===== config.mk =====
export PLATFORM = sky130hd
export DESIGN_NAME = mime_transfer_decoder
export DESIGN_NICKNAME = d
export VERILOG_FILES = /design/src/rtl/mtd_pkg.sv /design/src/rtl/mtd_decode.sv /design/src/rtl/mtd_out_buf.sv /design/src/rtl/mime_transfer_decoder.sv
export SDC_FILE = /design/constraint.sdc
export NUM_CORES = 1
export LEC_CHECK = 0
export ABC_AREA = 1
export BUFFER_PORTS_ARGS = -buffer_cell sky130_fd_sc_hd__buf_2
export CORE_MARGIN = 4
export CORE_UTILIZATION = 65
export DETAILED_ROUTE_END_ITERATION = 8
export PLACE_DENSITY_LB_ADDON = 0.12
export SLEW_MARGIN = 5
export SYNTH_ARGS = -nofsm -noshare
export SYNTH_HDL_FRONTEND = slang
export SYNTH_HIERARCHICAL = 1
export SYNTH_SLANG_ARGS = --single-unit
export TNS_END_PERCENT = 50

===== constraint.sdc =====
create_clock -name aclk -period 5.8 [get_ports aclk]
set_input_delay 0.58 -clock aclk [delete_from_list [all_inputs] [get_ports aclk]]
set_output_delay 0.58 -clock aclk [all_outputs]
set_load 0.005 [all_outputs]

===== src/rtl/mtd_pkg.sv =====
// ----------------------------------------------------------------------------
// MIME transfer decoder package
// Shared types, character codes and symbol tables of the decoder.
// ----------------------------------------------------------------------------
package mtd_pkg;

    localparam int ByteWidth = 8;
    localparam int AccWidth  = 12;
    localparam int BitsWidth = 4;

    typedef enum logic [1:0] {
        MODE_PASS   = 2'd0,
        MODE_BASE64 = 2'd1,
        MODE_QP     = 2'd2
    } mode_t;

    typedef enum logic [1:0] {
        QP_IDLE = 2'd0,
        QP_EQ   = 2'd1,
        QP_HELD = 2'd2
    } qp_phase_t;

    localparam logic [7:0] CHAR_EQ = 8'h3D;
    localparam logic [7:0] CHAR_CR = 8'h0D;
    localparam logic [7:0] CHAR_LF = 8'h0A;

    typedef struct packed {
        logic [1:0]           qp_phase;
        logic [ByteWidth-1:0] held_byte;
        logic [AccWidth-1:0]  bit_accumulator;
        logic [BitsWidth-1:0] bits_held;
        logic                 pad_seen;
    } stream_state_t;

    typedef struct packed {
        logic [ByteWidth-1:0] out_byte;
        logic                 byte_valid;
        logic                 run_last;
        logic                 stream_end;
    } result_t;

    typedef struct packed {
        logic [1:0] count;
        result_t    r0;
        result_t    r1;
    } decode_t;

    // Returns {valid, value} for a base64 alphabet symbol.
    function automatic logic [6:0] b64_lookup(input logic [7:0] c);
        logic [6:0] r;
        r = 7'd0;
        if (c >= 8'h41 && c <= 8'h5A) begin
            r = {1'b1, 6'(c - 8'h41)};
        end else if (c >= 8'h61 && c <= 8'h7A) begin
            r = {1'b1, 6'(c - 8'h61 + 8'd26)};
        end else if (c >= 8'h30 && c <= 8'h39) begin
            r = {1'b1, 6'(c - 8'h30 + 8'd52)};
        end else if (c == 8'h2B) begin
            r = {1'b1, 6'd62};
        end else if (c == 8'h2F) begin
            r = {1'b1, 6'd63};
        end
        return r;
    endfunction

    // Hex digit value; anything that is not a hex digit counts as zero.
    function automatic logic [3:0] hex_value(input logic [7:0] c);
        logic [3:0] r;
        r = 4'd0;
        if (c >= 8'h30 && c <= 8'h39) begin
            r = 4'(c - 8'h30);
        end else if (c >= 8'h41 && c <= 8'h46) begin
            r = 4'(c - 8'h41 + 8'd10);
        end else if (c >= 8'h61 && c <= 8'h66) begin
            r = 4'(c - 8'h61 + 8'd10);
        end
        return r;
    endfunction

endpackage


===== src/rtl/mtd_decode.sv =====
// ----------------------------------------------------------------------------
// MIME transfer decoder: decode stage
// Holds the per-stream state and turns one registered input word into up
// to two result words in a single pass.
// ----------------------------------------------------------------------------
module mtd_decode
    import mtd_pkg::*;
(
    input  logic       aclk,
    input  logic       aresetn,
    input  logic [1:0] decode_mode,
    input  logic       clear,
    input  logic       advance,
    input  logic [7:0] in_byte,
    input  logic       in_last,
    output decode_t    dec
);

    stream_state_t st_reg;
    stream_state_t st_next;

    logic [6:0]           b64;
    logic [AccWidth-1:0]  acc_new;
    logic [BitsWidth-1:0] bits_sum;
    logic [AccWidth-1:0]  acc_shifted;
    logic [1:0]           n;
    logic [7:0]           byte0;
    logic [7:0]           byte1;

    always_comb begin
        b64         = b64_lookup(in_byte);
        acc_new     = {st_reg.bit_accumulator[AccWidth-7:0], b64[5:0]};
        bits_sum    = st_reg.bits_held + BitsWidth'(6);
        acc_shifted = '0;
        st_next     = st_reg;
        n           = 2'd0;
        byte0       = '0;
        byte1       = '0;

        unique case (decode_mode)
            MODE_BASE64: begin
                if (!st_reg.pad_seen) begin
                    if (in_byte == CHAR_EQ) begin
                        st_next.pad_seen = 1'b1;
                    end else if (b64[6]) begin
                        st_next.bit_accumulator = acc_new;
                        if (bits_sum >= BitsWidth'(8)) begin
                            st_next.bits_held = bits_sum - BitsWidth'(8);
                            acc_shifted       = acc_new >> st_next.bits_held;
                            byte0             = acc_shifted[7:0];
                            n                 = 2'd1;
                        end else begin
                            st_next.bits_held = bits_sum;
                        end
                    end
                end
            end
            MODE_QP: begin
                unique case (st_reg.qp_phase)
                    QP_IDLE: begin
                        if (in_byte == CHAR_EQ && !in_last) begin
                            st_next.qp_phase = QP_EQ;
                        end else begin
                            byte0 = in_byte;
                            n     = 2'd1;
                        end
                    end
                    QP_EQ: begin
                        if (in_last) begin
                            byte0            = CHAR_EQ;
                            byte1            = in_byte;
                            n                = 2'd2;
                            st_next.qp_phase = QP_IDLE;
                        end else begin
                            st_next.held_byte = in_byte;
                            st_next.qp_phase  = QP_HELD;
                        end
                    end
                    default: begin
                        if (!(st_reg.held_byte == CHAR_CR && in_byte == CHAR_LF)) begin
                            byte0 = {hex_value(st_reg.held_byte), hex_value(in_byte)};
                            n     = 2'd1;
                        end
                        st_next.qp_phase = QP_IDLE;
                    end
                endcase
            end
            default: begin
                byte0 = in_byte;
                n     = 2'd1;
            end
        endcase

        if (in_last) begin
            st_next = '0;
        end

        dec.r0.out_byte   = byte0;
        dec.r0.byte_valid = (n != 2'd0);
        dec.r0.run_last   = (n != 2'd2);
        dec.r0.stream_end = (n != 2'd2) && in_last;
        dec.r1.out_byte   = byte1;
        dec.r1.byte_valid = 1'b1;
        dec.r1.run_last   = 1'b1;
        dec.r1.stream_end = in_last;
        dec.count         = (n == 2'd0 && in_last) ? 2'd1 : n;
    end

    always_ff @(posedge aclk) begin
        if (!aresetn || clear) begin
            st_reg <= '0;
        end else if (advance) begin
            st_reg <= st_next;
        end
    end

endmodule


===== src/rtl/mtd_out_buf.sv =====
// ----------------------------------------------------------------------------
// MIME transfer decoder: result register
// Two-slot result register that presents the result words of one input
// in order and takes the next set as the last one leaves.
// ----------------------------------------------------------------------------
module mtd_out_buf
    import mtd_pkg::*;
(
    input  logic    aclk,
    input  logic    aresetn,
    input  logic    load,
    input  decode_t dec,
    output logic    load_ok,
    output logic    m_valid,
    input  logic    m_ready,
    output result_t res
);

    logic [1:0] cnt_reg;
    logic [1:0] cnt_next;
    result_t    res0_reg;
    result_t    res0_next;
    result_t    res1_reg;
    result_t    res1_next;
    logic       pop;

    always_comb begin
        pop       = (cnt_reg != 2'd0) && m_ready;
        load_ok   = (cnt_reg == 2'd0) || (cnt_reg == 2'd1 && pop);
        cnt_next  = cnt_reg;
        res0_next = res0_reg;
        res1_next = res1_reg;
        if (load) begin
            cnt_next  = dec.count;
            res0_next = dec.r0;
            res1_next = dec.r1;
        end else if (pop) begin
            cnt_next  = cnt_reg - 2'd1;
            res0_next = res1_reg;
        end
    end

    always_ff @(posedge aclk) begin
        if (!aresetn) begin
            cnt_reg <= 2'd0;
        end else begin
            cnt_reg <= cnt_next;
        end
    end

    always_ff @(posedge aclk) begin
        res0_reg <= res0_next;
        res1_reg <= res1_next;
    end

    assign m_valid = (cnt_reg != 2'd0);
    assign res     = res0_reg;

endmodule


===== src/rtl/mime_transfer_decoder.sv =====
// ----------------------------------------------------------------------------
// MIME transfer decoder
// Decodes a base64, quoted-printable or pass-through byte stream.
// ----------------------------------------------------------------------------
// The decoder takes one input word per cycle while the result register can
// take its results. An accepted input word is held in the input register,
// and its result words are then held in the result register. Most input
// words give at most one result word, so the sustained rate is one word per
// cycle while the consumer keeps m_ready high. A quoted-printable stream
// ending in '=' and one more byte gives two result words from that last
// input; the input side then stalls while the result register drains them.
// The user must write the mode register via the cfg port only while the
// decoder is idle; the block does not check it. A write clears stream state.
module mime_transfer_decoder
    import mtd_pkg::*;
(
    input  logic       aclk,
    input  logic       aresetn,
    input  logic       cfg_valid,
    output logic       cfg_ready,
    input  logic [1:0] cfg_data,
    input  logic       s_valid,
    output logic       s_ready,
    input  logic [7:0] s_in_byte,
    input  logic       s_stream_last,
    output logic       m_valid,
    input  logic       m_ready,
    output logic [7:0] m_out_byte,
    output logic       m_byte_valid,
    output logic       m_run_last,
    output logic       m_stream_end
);

    logic [1:0] decode_mode_reg;
    logic       in_valid_reg;
    logic       in_valid_next;
    logic [7:0] in_byte_reg;
    logic       in_last_reg;
    logic       cfg_write;
    logic       advance;
    logic       load_ok;
    decode_t    dec;
    result_t    res;

    assign cfg_ready = 1'b1;
    assign cfg_write = cfg_valid && cfg_ready;

    assign advance = in_valid_reg && ((dec.count == 2'd0) || load_ok);
    assign s_ready = !in_valid_reg || advance;

    always_comb begin
        in_valid_next = in_valid_reg;
        if (s_valid && s_ready) begin
            in_valid_next = 1'b1;
        end else if (advance) begin
            in_valid_next = 1'b0;
        end
    end

    always_ff @(posedge aclk) begin
        if (!aresetn) begin
            in_valid_reg    <= 1'b0;
            decode_mode_reg <= MODE_PASS;
        end else begin
            in_valid_reg <= in_valid_next;
            if (cfg_write) begin
                decode_mode_reg <= cfg_data;
            end
        end
    end

    always_ff @(posedge aclk) begin
        if (s_valid && s_ready) begin
            in_byte_reg <= s_in_byte;
            in_last_reg <= s_stream_last;
        end
    end

    mtd_decode u_decode (
        .aclk        (aclk),
        .aresetn     (aresetn),
        .decode_mode (decode_mode_reg),
        .clear       (cfg_write),
        .advance     (advance),
        .in_byte     (in_byte_reg),
        .in_last     (in_last_reg),
        .dec         (dec)
    );

    mtd_out_buf u_out_buf (
        .aclk    (aclk),
        .aresetn (aresetn),
        .load    (advance && (dec.count != 2'd0)),
        .dec     (dec),
        .load_ok (load_ok),
        .m_valid (m_valid),
        .m_ready (m_ready),
        .res     (res)
    );

    assign m_out_byte   = res.out_byte;
    assign m_byte_valid = res.byte_valid;
    assign m_run_last   = res.run_last;
    assign m_stream_end = res.stream_end;

endmodule


==> results.md, run 1 <==
* Status: complete, no violations
* Worst Setup Start Kind: flop
* Final #Nets at 668
* RR Endpoint: u_out_buf/cnt_reg[1]
* Asr flop ratio synth at 0%
* Post-route ant nets at 0
* Post-CTS setup buffer count at 0
* CP Class: flop to flop
* Dpl cell area at 4260 um^2
* Top cells by area, synth: edfxtp_1, nand2_1, dfxtp_1
* Total Negative Setup Slacks at 0 ps
* DR DRC count at 0
* PortBufs at 28
* Post-DP HPWL at 8.30 mm
* Clock sink count at 56
* Clock transition at path regs at 100 ps
* Min Tclk post-route at 4300 ps
* # placed instances at 698
* RD Place Congestion at 0.976
* CORE AREA at 6030 um^2
* Hold Buf Count CTS at 0
* Vias in the first global route at 3564
* Synth cell count leaders: nand2_1, inv_1, nor2_1
* Routed vias/inst at 5.55
* Cell variety after synth at 41
* Mean post-synth cell area at 6.72 um^2
* Initial antenna violation count at 0
* TritonCTS clock tree: built
* # fillers at 534
* R2R Path Start: in_byte_reg[2]
* Cell taking the most area after synthesis: edfxtp_1
* Leakage at 2.04 nW
* PD cells at 239 nW/um^2
* Final Slew Violations at 0
* Rows at 28
* I/O Pins at 30
* Final worst path period share at 74.2%
* Total Wirelength at 10.6 mm
* Most instantiated library cell after synthesis: nand2_1
* Die Y-Extent at 87.6 um
* Synth top area share at 22.6%
* Min-delay worst type: input pin to flop
* CTS root buf: clkbuf_8
* Initial core utilization at 68.3%
* Warnings, synthesis at 6
* CP Capture Type: flop
* Total grt overflow at 0
* Max Freq at 0.232 GHz
* Worst R2R Path Depth at 23
* Max cap viols at 0
* R2R setup slack at 1500 ps
* Inserted Clock Buffers at 5
* Peak supply drop at 0.169 mV
* Power, Total at 1.04 mW
* Post-synth EDFFs at 31
* RSZ-0062 raised after global routing: no
* CP required at 6020 ps
* Seq cells post-synth at 56
* Die width at 87.6 um
* Hold Crit Depth at 1
* Fin area at 4350 um^2
* Area grow syn2layout at 5.56%
* Share of cells above drive strength 1 at 11.1%
* Worst hold start: s_in_byte[2]
* Ant diodes at 0
* Slew @ Worst Pin at 941 ps
* Clock buffer depth at 2
* Sequential-to-total area share from yosys stat at 34.8%
* Total iterations of the first detailed-routing run at 6
* Total GRT Usage at 28.8%
* DR WL/cell at 15.0 um
* Worst endpoint data arrival time at 4530 ps
* Final hold vios at 0
* Pin count of the biggest net entering global routing at 27
* Post-synth top flop: edfxtp_1
* Clk_skew at 6.77 ps
* Final Instance Count excl. Fillers at 706
* Via count at 3915
* Initial DRC count at 353
* Post-layout util at 72.1%
* Largest register FFs at 14
* First-pass GRT wire length at 17.2 mm
* Gate Count Post-Synth at 613
* Final setup viols at 0
* CP max FO at 26
* Cell Area, Synth at 4120 um^2
* Max H-tree Level at 2
* Slew headroom at 37.0%
* Clock latency on the worst-skew pair at 320 ps
* Post_cts resized at 0
* Die footprint at 7670 um^2
* Hold EP: in_byte_reg[2]
==> per-layer routing <==
layer | GRT usage [%] | part of all wire, % | wire (um)
met5 | 0 | 0 | 0
met4 | 10.6 | 3.3 | 351
met2 | 46.9 | 45 | 4770
met3 | 3.57 | 7.4 | 780
met1 | 39.5 | 44 | 4660
==> worst max-delay path, cell delays in order, from the launching register on <==
cell and delay, ps:
edfxtp_1 580, inv_1 240, ha_1 330, nand2_1 110, nand2_1 80, nand3_1 80
nand2_1 60, nand2_2 100, nand2_4 90, nand2_4 100, nor2_8 40, nor3_4 180
inv_2 110, nand3_1 90, inv_2 60, o21ai_0 100, inv_1 80, nand2_2 100
and3_1 770, inv_2 270, nand2_2 350, inv_1 90, nor2_1 140, nor2_1 50
==> cells in the final DEF, fill, tap and decap left out, drive strengths merged <==
| master | n |
|---|---|
| nor4 | 1 |
| nand2 | 233 |
| a31oi | 1 |
| xnor2 | 1 |
| a21boi | 1 |
| o211ai | 4 |
| o21ai | 26 |
| xor2 | 3 |
| nor3 | 5 |
| conb | 3 |
| buf | 28 |
| a22oi | 1 |
| dfxtp | 25 |
| clkinv | 4 |
| nand4 | 3 |
| a211oi | 1 |
| inv | 79 |
| a21oi | 37 |
| edfxtp | 31 |
| clkinvlp | 1 |
| nor2 | 65 |
| and3 | 1 |
| nand3 | 49 |
| clkbuf | 5 |
| and2 | 1 |
| ha | 22 |
==> stage by stage <==
step | hold slack (ps) | worst slack, ps
finish | 431 | 1500
global route | 418 | 1060
CTS | 424 | 1560
detailed placement | 444 | 1570
global placement | 435 | 1800
floorplan | 421 | 2530
==> power breakdown <==
group          leakage, nW  internal (mW)  switching, mW
logic                 1.50          0.101          0.217
clock network       0.0445         0.0861          0.135
registers            0.501          0.472         0.0287
==> worst max-delay path by stage <==
stage                        start              endpoint  slack (ps)
floorplan           in_byte_reg[0]      u_out_buf/res[0]        2530
global placement    in_byte_reg[2]      u_out_buf/res[0]        1800
detailed placement  in_byte_reg[2]  u_out_buf/cnt_reg[1]        1570
CTS                 in_byte_reg[2]  u_out_buf/cnt_reg[1]        1560
global route        in_byte_reg[2]  u_out_buf/cnt_reg[1]        1060
finish              in_byte_reg[2]  u_out_buf/cnt_reg[1]        1500
==> layout make-up <==
cell class | count | area (um^2) | area share (%)
Clock buffer | 5 | 68.8 | 1.58
Timing Repair Buffer | 28 | 140 | 3.22
Multi-Input combinational cell | 458 | 2290 | 52.6
Clock inverter | 3 | 21.3 | 0.489
Sequential cell | 56 | 1430 | 32.9
Inverter | 81 | 304 | 7.00
Tap cell | 75 | 93.8 | 2.16
==> kinds of logic (layout without fill, tap and decap cells) <==
logic type               count (synthesis)  count (layout)  share of synthesized area [%]
AND/OR/NAND/NOR                        358             358                           37.7
XOR/XNOR                                 4               4                          0.851
flip-flops                              56              56                           34.8
adder cells (fa/ha/maj)                 22              22                           6.69
other                                    2               3                          0.182
AO/OA/AOI/OAI                           71              71                           10.0
buffers and inverters                  100             117                           9.79
(Power assumes the default switching activity.)
==> run 2: changes to the inputs <==
--- a/config.mk
+++ b/config.mk
@@ -8,7 +8,7 @@
 export ABC_AREA = 1
 export BUFFER_PORTS_ARGS = -buffer_cell sky130_fd_sc_hd__buf_2
 export CORE_MARGIN = 4
-export CORE_UTILIZATION = 65
+export CORE_UTILIZATION = 61
 export DETAILED_ROUTE_END_ITERATION = 8
 export PLACE_DENSITY_LB_ADDON = 0.12
 export SLEW_MARGIN = 5
==> constraint.sdc (replaced) <==
create_clock -name aclk -period 4.4 [get_ports aclk]
set_input_delay 0.44 -clock aclk [delete_from_list [all_inputs] [get_ports aclk]]
set_output_delay 0.44 -clock aclk [all_outputs]
set_load 0.005 [all_outputs]
==> run 2 against run 1 <==
Sequential share of layout area down 0.38 points. Register-to-register slack worse by 970 ps. Maximum frequency up 11%. Total power up 32%. Worst setup slack worse by 970 ps. Critical path depth unchanged. Cell area up 1.2%. First-iteration DRC count down 6.8%. Cell count up 0.99%. Clock skew up 1.4 ps. Routed wire length down 2.5%. Count of clock-buffer cells in the layout unchanged.
==> results.md, run 2 (synthesis gave the netlist of run 1 again) <==
* Worst endpoint data arrival time at 4120 ps
* Final Slew Violations at 0
* Pin count of the biggest net entering global routing at 26
* CTS root buf: clkbuf_8
* Met1 WL at 4.46 mm
* Hold Buf Count CTS at 0
* R2R setup slack at 520 ps
* Tightest hold margin at 291 ps
* CP Capture Type: flop
* PortBufs at 28
* # fillers at 581
* Setup crit start: in_byte_reg[3]
* First-pass GRT wire length at 17.5 mm
* Via count at 3985
* Area occupied by multi-input gates at 2290 um^2
* Peak supply drop at 0.168 mV
* Final worst path period share at 88.1%
* Total Negative Setup Slacks at 0 ps
* Ant diodes at 0
* Clock latency on the worst-skew pair at 320 ps
* Routed vias/inst at 5.59
* Clock transition at path regs at 110 ps
* Dpl cell area at 4300 um^2
* Top Layer Used: met4
* Max Freq at 0.258 GHz
* Share of cells above drive strength 1 at 11.9%
* WL met3 at 775 um
* PD cells at 313 nW/um^2
* Met2 WL at 4.91 mm
* Initial antenna violation count at 0
* Clock sink count at 56
* Rows at 29
* CP required at 4640 ps
* TritonCTS clock tree: built
* Max cap viols at 0
* Max H-tree Level at 2
* Area grow syn2layout at 6.78%
* CP endpoint: u_decode/st_reg[24]
* Die footprint at 8130 um^2
* Clock buffer depth at 2
* Total iterations of the first detailed-routing run at 5
* Leakage at 2.07 nW
* DR WL/cell at 14.4 um
* CORE AREA at 6460 um^2
* Total GRT Usage at 25.9%
* Final setup viols at 0
* Slew @ Worst Pin at 973 ps
* Commonest non-fill, non-tap cells in the layout: nand2_1, inv_1, nor2_1
* CP max FO at 12
* Slew headroom at 34.9%
* RD Place Congestion at 0.995
* Die width at 90.1 um
* Final hold vios at 0
* Total grt overflow at 0
* CP Class: flop to flop
* Post-DP HPWL at 7.96 mm
* Vias in the first global route at 3598
* RSZ-0062 raised after global routing: no
* Final #Nets at 673
* Fin area at 4400 um^2
* R2R Path Start: in_byte_reg[3]
* Largest register FFs at 14
* Power, Total at 1.38 mW
* Min-delay worst type: input pin to flop
* DR DRC count at 0
* RR Endpoint: u_decode/st_reg[24]
* Clk_skew at 8.16 ps
* Inserted Clock Buffers at 5
* I/O Pins at 30
* Commonest non-fill, non-tap cell in the layout: nand2_1
* Status: complete, no violations
* Worst R2R Path Depth at 23
* Total Wirelength at 10.3 mm
* Post-route ant nets at 0
* Initial core utilization at 63.7%
* Worst Setup Start Kind: flop
* Storage cell area at 1430 um^2
* Initial DRC count at 329
* Die Y-Extent at 90.1 um
* Min Tclk post-route at 3880 ps
[run 2: cell count changes in the layout (fill, tap and decap cells not counted), sizes merged]
cell      before  now
buf           28   33
inv           79   78
clkinvlp       1    2
[run 2: worst min-delay path by stage]
stage	depth (start not counted)	slack (ps)	endpoint	startpoint
floorplan	2	420	u_decode/st_reg[4]	u_decode/st_reg[4]
global placement	2	430	u_decode/st_reg[4]	u_decode/st_reg[4]
global route	1	280	in_byte_reg[4]	s_in_byte[4]
finish	1	290	in_last_reg	s_stream_last
detailed placement	2	440	u_decode/st_reg[4]	u_decode/st_reg[4]
CTS	1	280	in_last_reg	s_stream_last
[run 2: critical path, cell delays in order (launching register included)]
cell and delay (ps):
edfxtp_1 630, inv_1 280, ha_1 260, nand2_1 130, nand3_1 110, nand2_1 80, nand2_1 110, nand2_2 150
nand2_4 80, nor2_8 110, nor3_4 60, inv_2 120, nand3_1 100, inv_2 90, o21ai_0 100, inv_1 80
nand2_2 80, a21boi_1 190, inv_1 60, a21oi_1 220, inv_1 100, nor3_2 420, nand2_1 100, a21oi_1 140
[run 2: what timing repair did]
action,in CTS,in global routing
setup buffers,0,0
endpoints found under the setup margin,0,5
resized for setup,0,1
[run 2: layout make-up]
type                    instances  area share [%]
repair buffers                 33            4.04
clock inverters                 3           0.626
well taps                      77            2.19
inverters                      81            7.00
clock buffers                   5            1.57
flip-flops and latches         56            32.6
multi-input cells             458            52.0
[run 2: report_power, final]
| group | total, mW | internal [mW] | switching, mW | leakage (nW) |
|---|---|---|---|---|
| Clock | 0.301 | 0.117 | 0.184 | 0.0463 |
| Sequential | 0.653 | 0.621 | 0.0318 | 0.501 |
| Combinational | 0.421 | 0.138 | 0.283 | 1.52 |
| Total | 1.38 | 0.877 | 0.499 | 2.07 |
[run 2: routing by layer]
layer	global-route usage [%]	up-vias
met2	43.6	183
met4	6.89	0
met1	35.1	1815
met5	0	-
li1	-	1970
met3	3.42	17
[run 2: per-stage QoR]
stage / instances / util (%) / setup slack (ps)
2_1_floorplan: 614 / - / 1130
3_3_place_gp: 705 / 66.5 / 626
3_5_place_dp: 705 / 66.5 / 515
4_1_cts: 713 / 68.0 / 487
5_1_grt: 713 / 68.1 / 25.9
6_report: 713 / 68.1 / 522
==> run 3: changes to the inputs <==
--- a/config.mk
+++ b/config.mk
@@ -10,7 +10,7 @@
 export CORE_MARGIN = 4
 export CORE_UTILIZATION = 61
 export DETAILED_ROUTE_END_ITERATION = 8
-export PLACE_DENSITY_LB_ADDON = 0.12
+export PLACE_DENSITY = 0.81
 export SLEW_MARGIN = 5
 export SYNTH_ARGS = -nofsm -noshare
 export SYNTH_HDL_FRONTEND = slang
==> run 3 against run 2 <==
Sequential power about the same. Count of clock-buffer cells in the layout unchanged. First-iteration DRC count increased by 3.3%. Non-clock buffer count decreased by 1. Critical endpoint is now u_decode/st_reg[20]. Largest cell class unchanged. Highest routed layer unchanged.
==> results.md, run 3 (synthesis gave the netlist of run 1 again) <==
* Worst endpoint data arrival time at 4160 ps
* Routed vias/inst at 5.48
* First-pass GRT wire length at 16.2 mm
* Total iterations of the first detailed-routing run at 5
* Rows at 29
* CTS root buf: clkbuf_8
* Initial DRC count at 340
* Commonest non-fill, non-tap cells in the layout: nand2_1, inv_1, nor2_1
* Min-delay worst type: input pin to flop
* DR WL/cell at 13.6 um
* Max H-tree Level at 2
* Die footprint at 8130 um^2
* Final setup viols at 0
* RSZ-0062 raised after global routing: no
* Crit path top cell by count: inv_1
* DR DRC count at 0
* Total grt overflow at 0
* Leakage at 2.07 nW
* Largest register FFs at 14
* Final Slew Violations at 0
* Final hold vios at 0
* Post-DP HPWL at 7.42 mm
* Total Negative Setup Slacks at 0 ps
* CP max FO at 13
* TritonCTS clock tree: built
* Clk_skew at 4.09 ps
* Post-CTS setup buffer count at 0
* Clock transition at path regs at 100 ps
* CORE AREA at 6460 um^2
* Max cap viols at 0
* CP Capture Type: flop
* Share of cells above drive strength 1 at 11.7%
* Max Freq at 0.256 GHz
* Inserted Clock Buffers at 5
* PortBufs at 28
* Area grow syn2layout at 6.50%
* Critical path buffer and inverter count at 7
* RD Place Congestion at 0.987
* Status: complete, no violations
* Worst-path cell chain: inv_1, ha_1, inv_1, nand2_1, nand3_1, nand2_1, nand2_1, nand2_2, nand2_4, nor2_8, nor3_4, inv_2, nand3_1, inv_2, o21ai_0, inv_1, nand2_2, a21boi_1, inv_1, a21oi_1, inv_1, nor3_4, nand2_1, a21oi_1
* I/O Pins at 30
* Total GRT Usage at 24.1%
* Delay-heaviest family, CP: simple AND/OR/NAND/NOR gates
* Hold Buf Count CTS at 0
* Final #Nets at 672
* Die Y-Extent at 90.1 um
* Peak supply drop at 0.154 mV
* Slowest stage delay, CP at 520 ps
* CP required at 4650 ps
* Clock sink count at 56
* Total Wirelength at 9.72 mm
* Slowest-stage cell, CP: edfxtp_1
* Commonest non-fill, non-tap cell in the layout: nand2_1
* Post-route ant nets at 0
* PD cells at 311 nW/um^2
* Final worst path period share at 88.9%
* Slew headroom at 44.2%
* Clock buffer depth at 2
* Pin count of the biggest net entering global routing at 26
* # fillers at 604
* Initial antenna violation count at 0
* Worst Setup Start Kind: flop
* Post_cts resized at 0
* Ant diodes at 0
* Vias in the first global route at 3557
* Via count at 3899
* Initial core utilization at 63.7%
* Clock latency on the worst-skew pair at 320 ps
* Post-layout util at 67.9%
* Slew @ Worst Pin at 834 ps
* Min Tclk post-route at 3910 ps
* Tightest hold margin at 288 ps
* CP Class: flop to flop
* Die width at 90.1 um
[run 3: layer usage]
metal	vias to the layer above	GRT usage (%)	wire, um
met2	167	41.1	4530
met5	-	0	0
met1	1736	30.6	4260
li1	1970	-	-
met3	26	3.09	602
met4	0	10.6	323
[run 3: area by class of cell]
| class | count | area [um^2] | share of cell area [%] |
|---|---|---|---|
| Multi-Input combinational cell | 458 | 2290 | 52.3 |
| Sequential cell | 56 | 1430 | 32.6 |
| Inverter | 81 | 304 | 6.93 |
| Timing Repair Buffer | 32 | 170 | 3.88 |
| Tap cell | 77 | 96.3 | 2.20 |
| Clock buffer | 5 | 68.8 | 1.57 |
| Clock inverter | 3 | 21.3 | 0.485 |
[run 3: worst reg2reg max path, delay by kind of cell, from the launching register on]
family / cells / cell delay [ps]
AOI/OAI and AO/OA: 4 / 600
DFF: 1 / 520
buffers and inverters: 7 / 980
and+or+nand+nor: 12 / 1500
adders and majority gates: 1 / 250
[run 3: report_power, final]
part | total (mW) | switching, mW | internal, mW | leakage [nW]
clock network | 0.292 | 0.178 | 0.113 | 0.0445
logic | 0.417 | 0.280 | 0.137 | 1.53
registers | 0.653 | 0.0316 | 0.621 | 0.501
total | 1.36 | 0.490 | 0.872 | 2.07
[run 3: worst paths after layout]
kind	depth (start not counted)	endpoint	startpoint	slack, ps
worst max register to register	24	u_decode/st_reg[20]	in_byte_reg[0]	490
worst max-delay path	24	u_decode/st_reg[20]	in_byte_reg[0]	490
worst min-delay path	1	in_byte_reg[2]	s_in_byte[2]	290
worst min register to register	2	u_decode/st_reg[4]	u_decode/st_reg[4]	450
[run 3: metrics by stage]
stage / cells / instance area [um^2] / power (mW) / setup WS (ps)
finish: 712 / 4380 / 1.36 / 491
global route: 712 / 4380 / 1.45 / 23.0
CTS: 712 / 4380 / 1.36 / 406
detailed placement: 704 / 4290 / 1.08 / 465
global placement: 704 / 4290 / 1.07 / 575
floorplan: 614 / 4120 / 0.962 / 1130
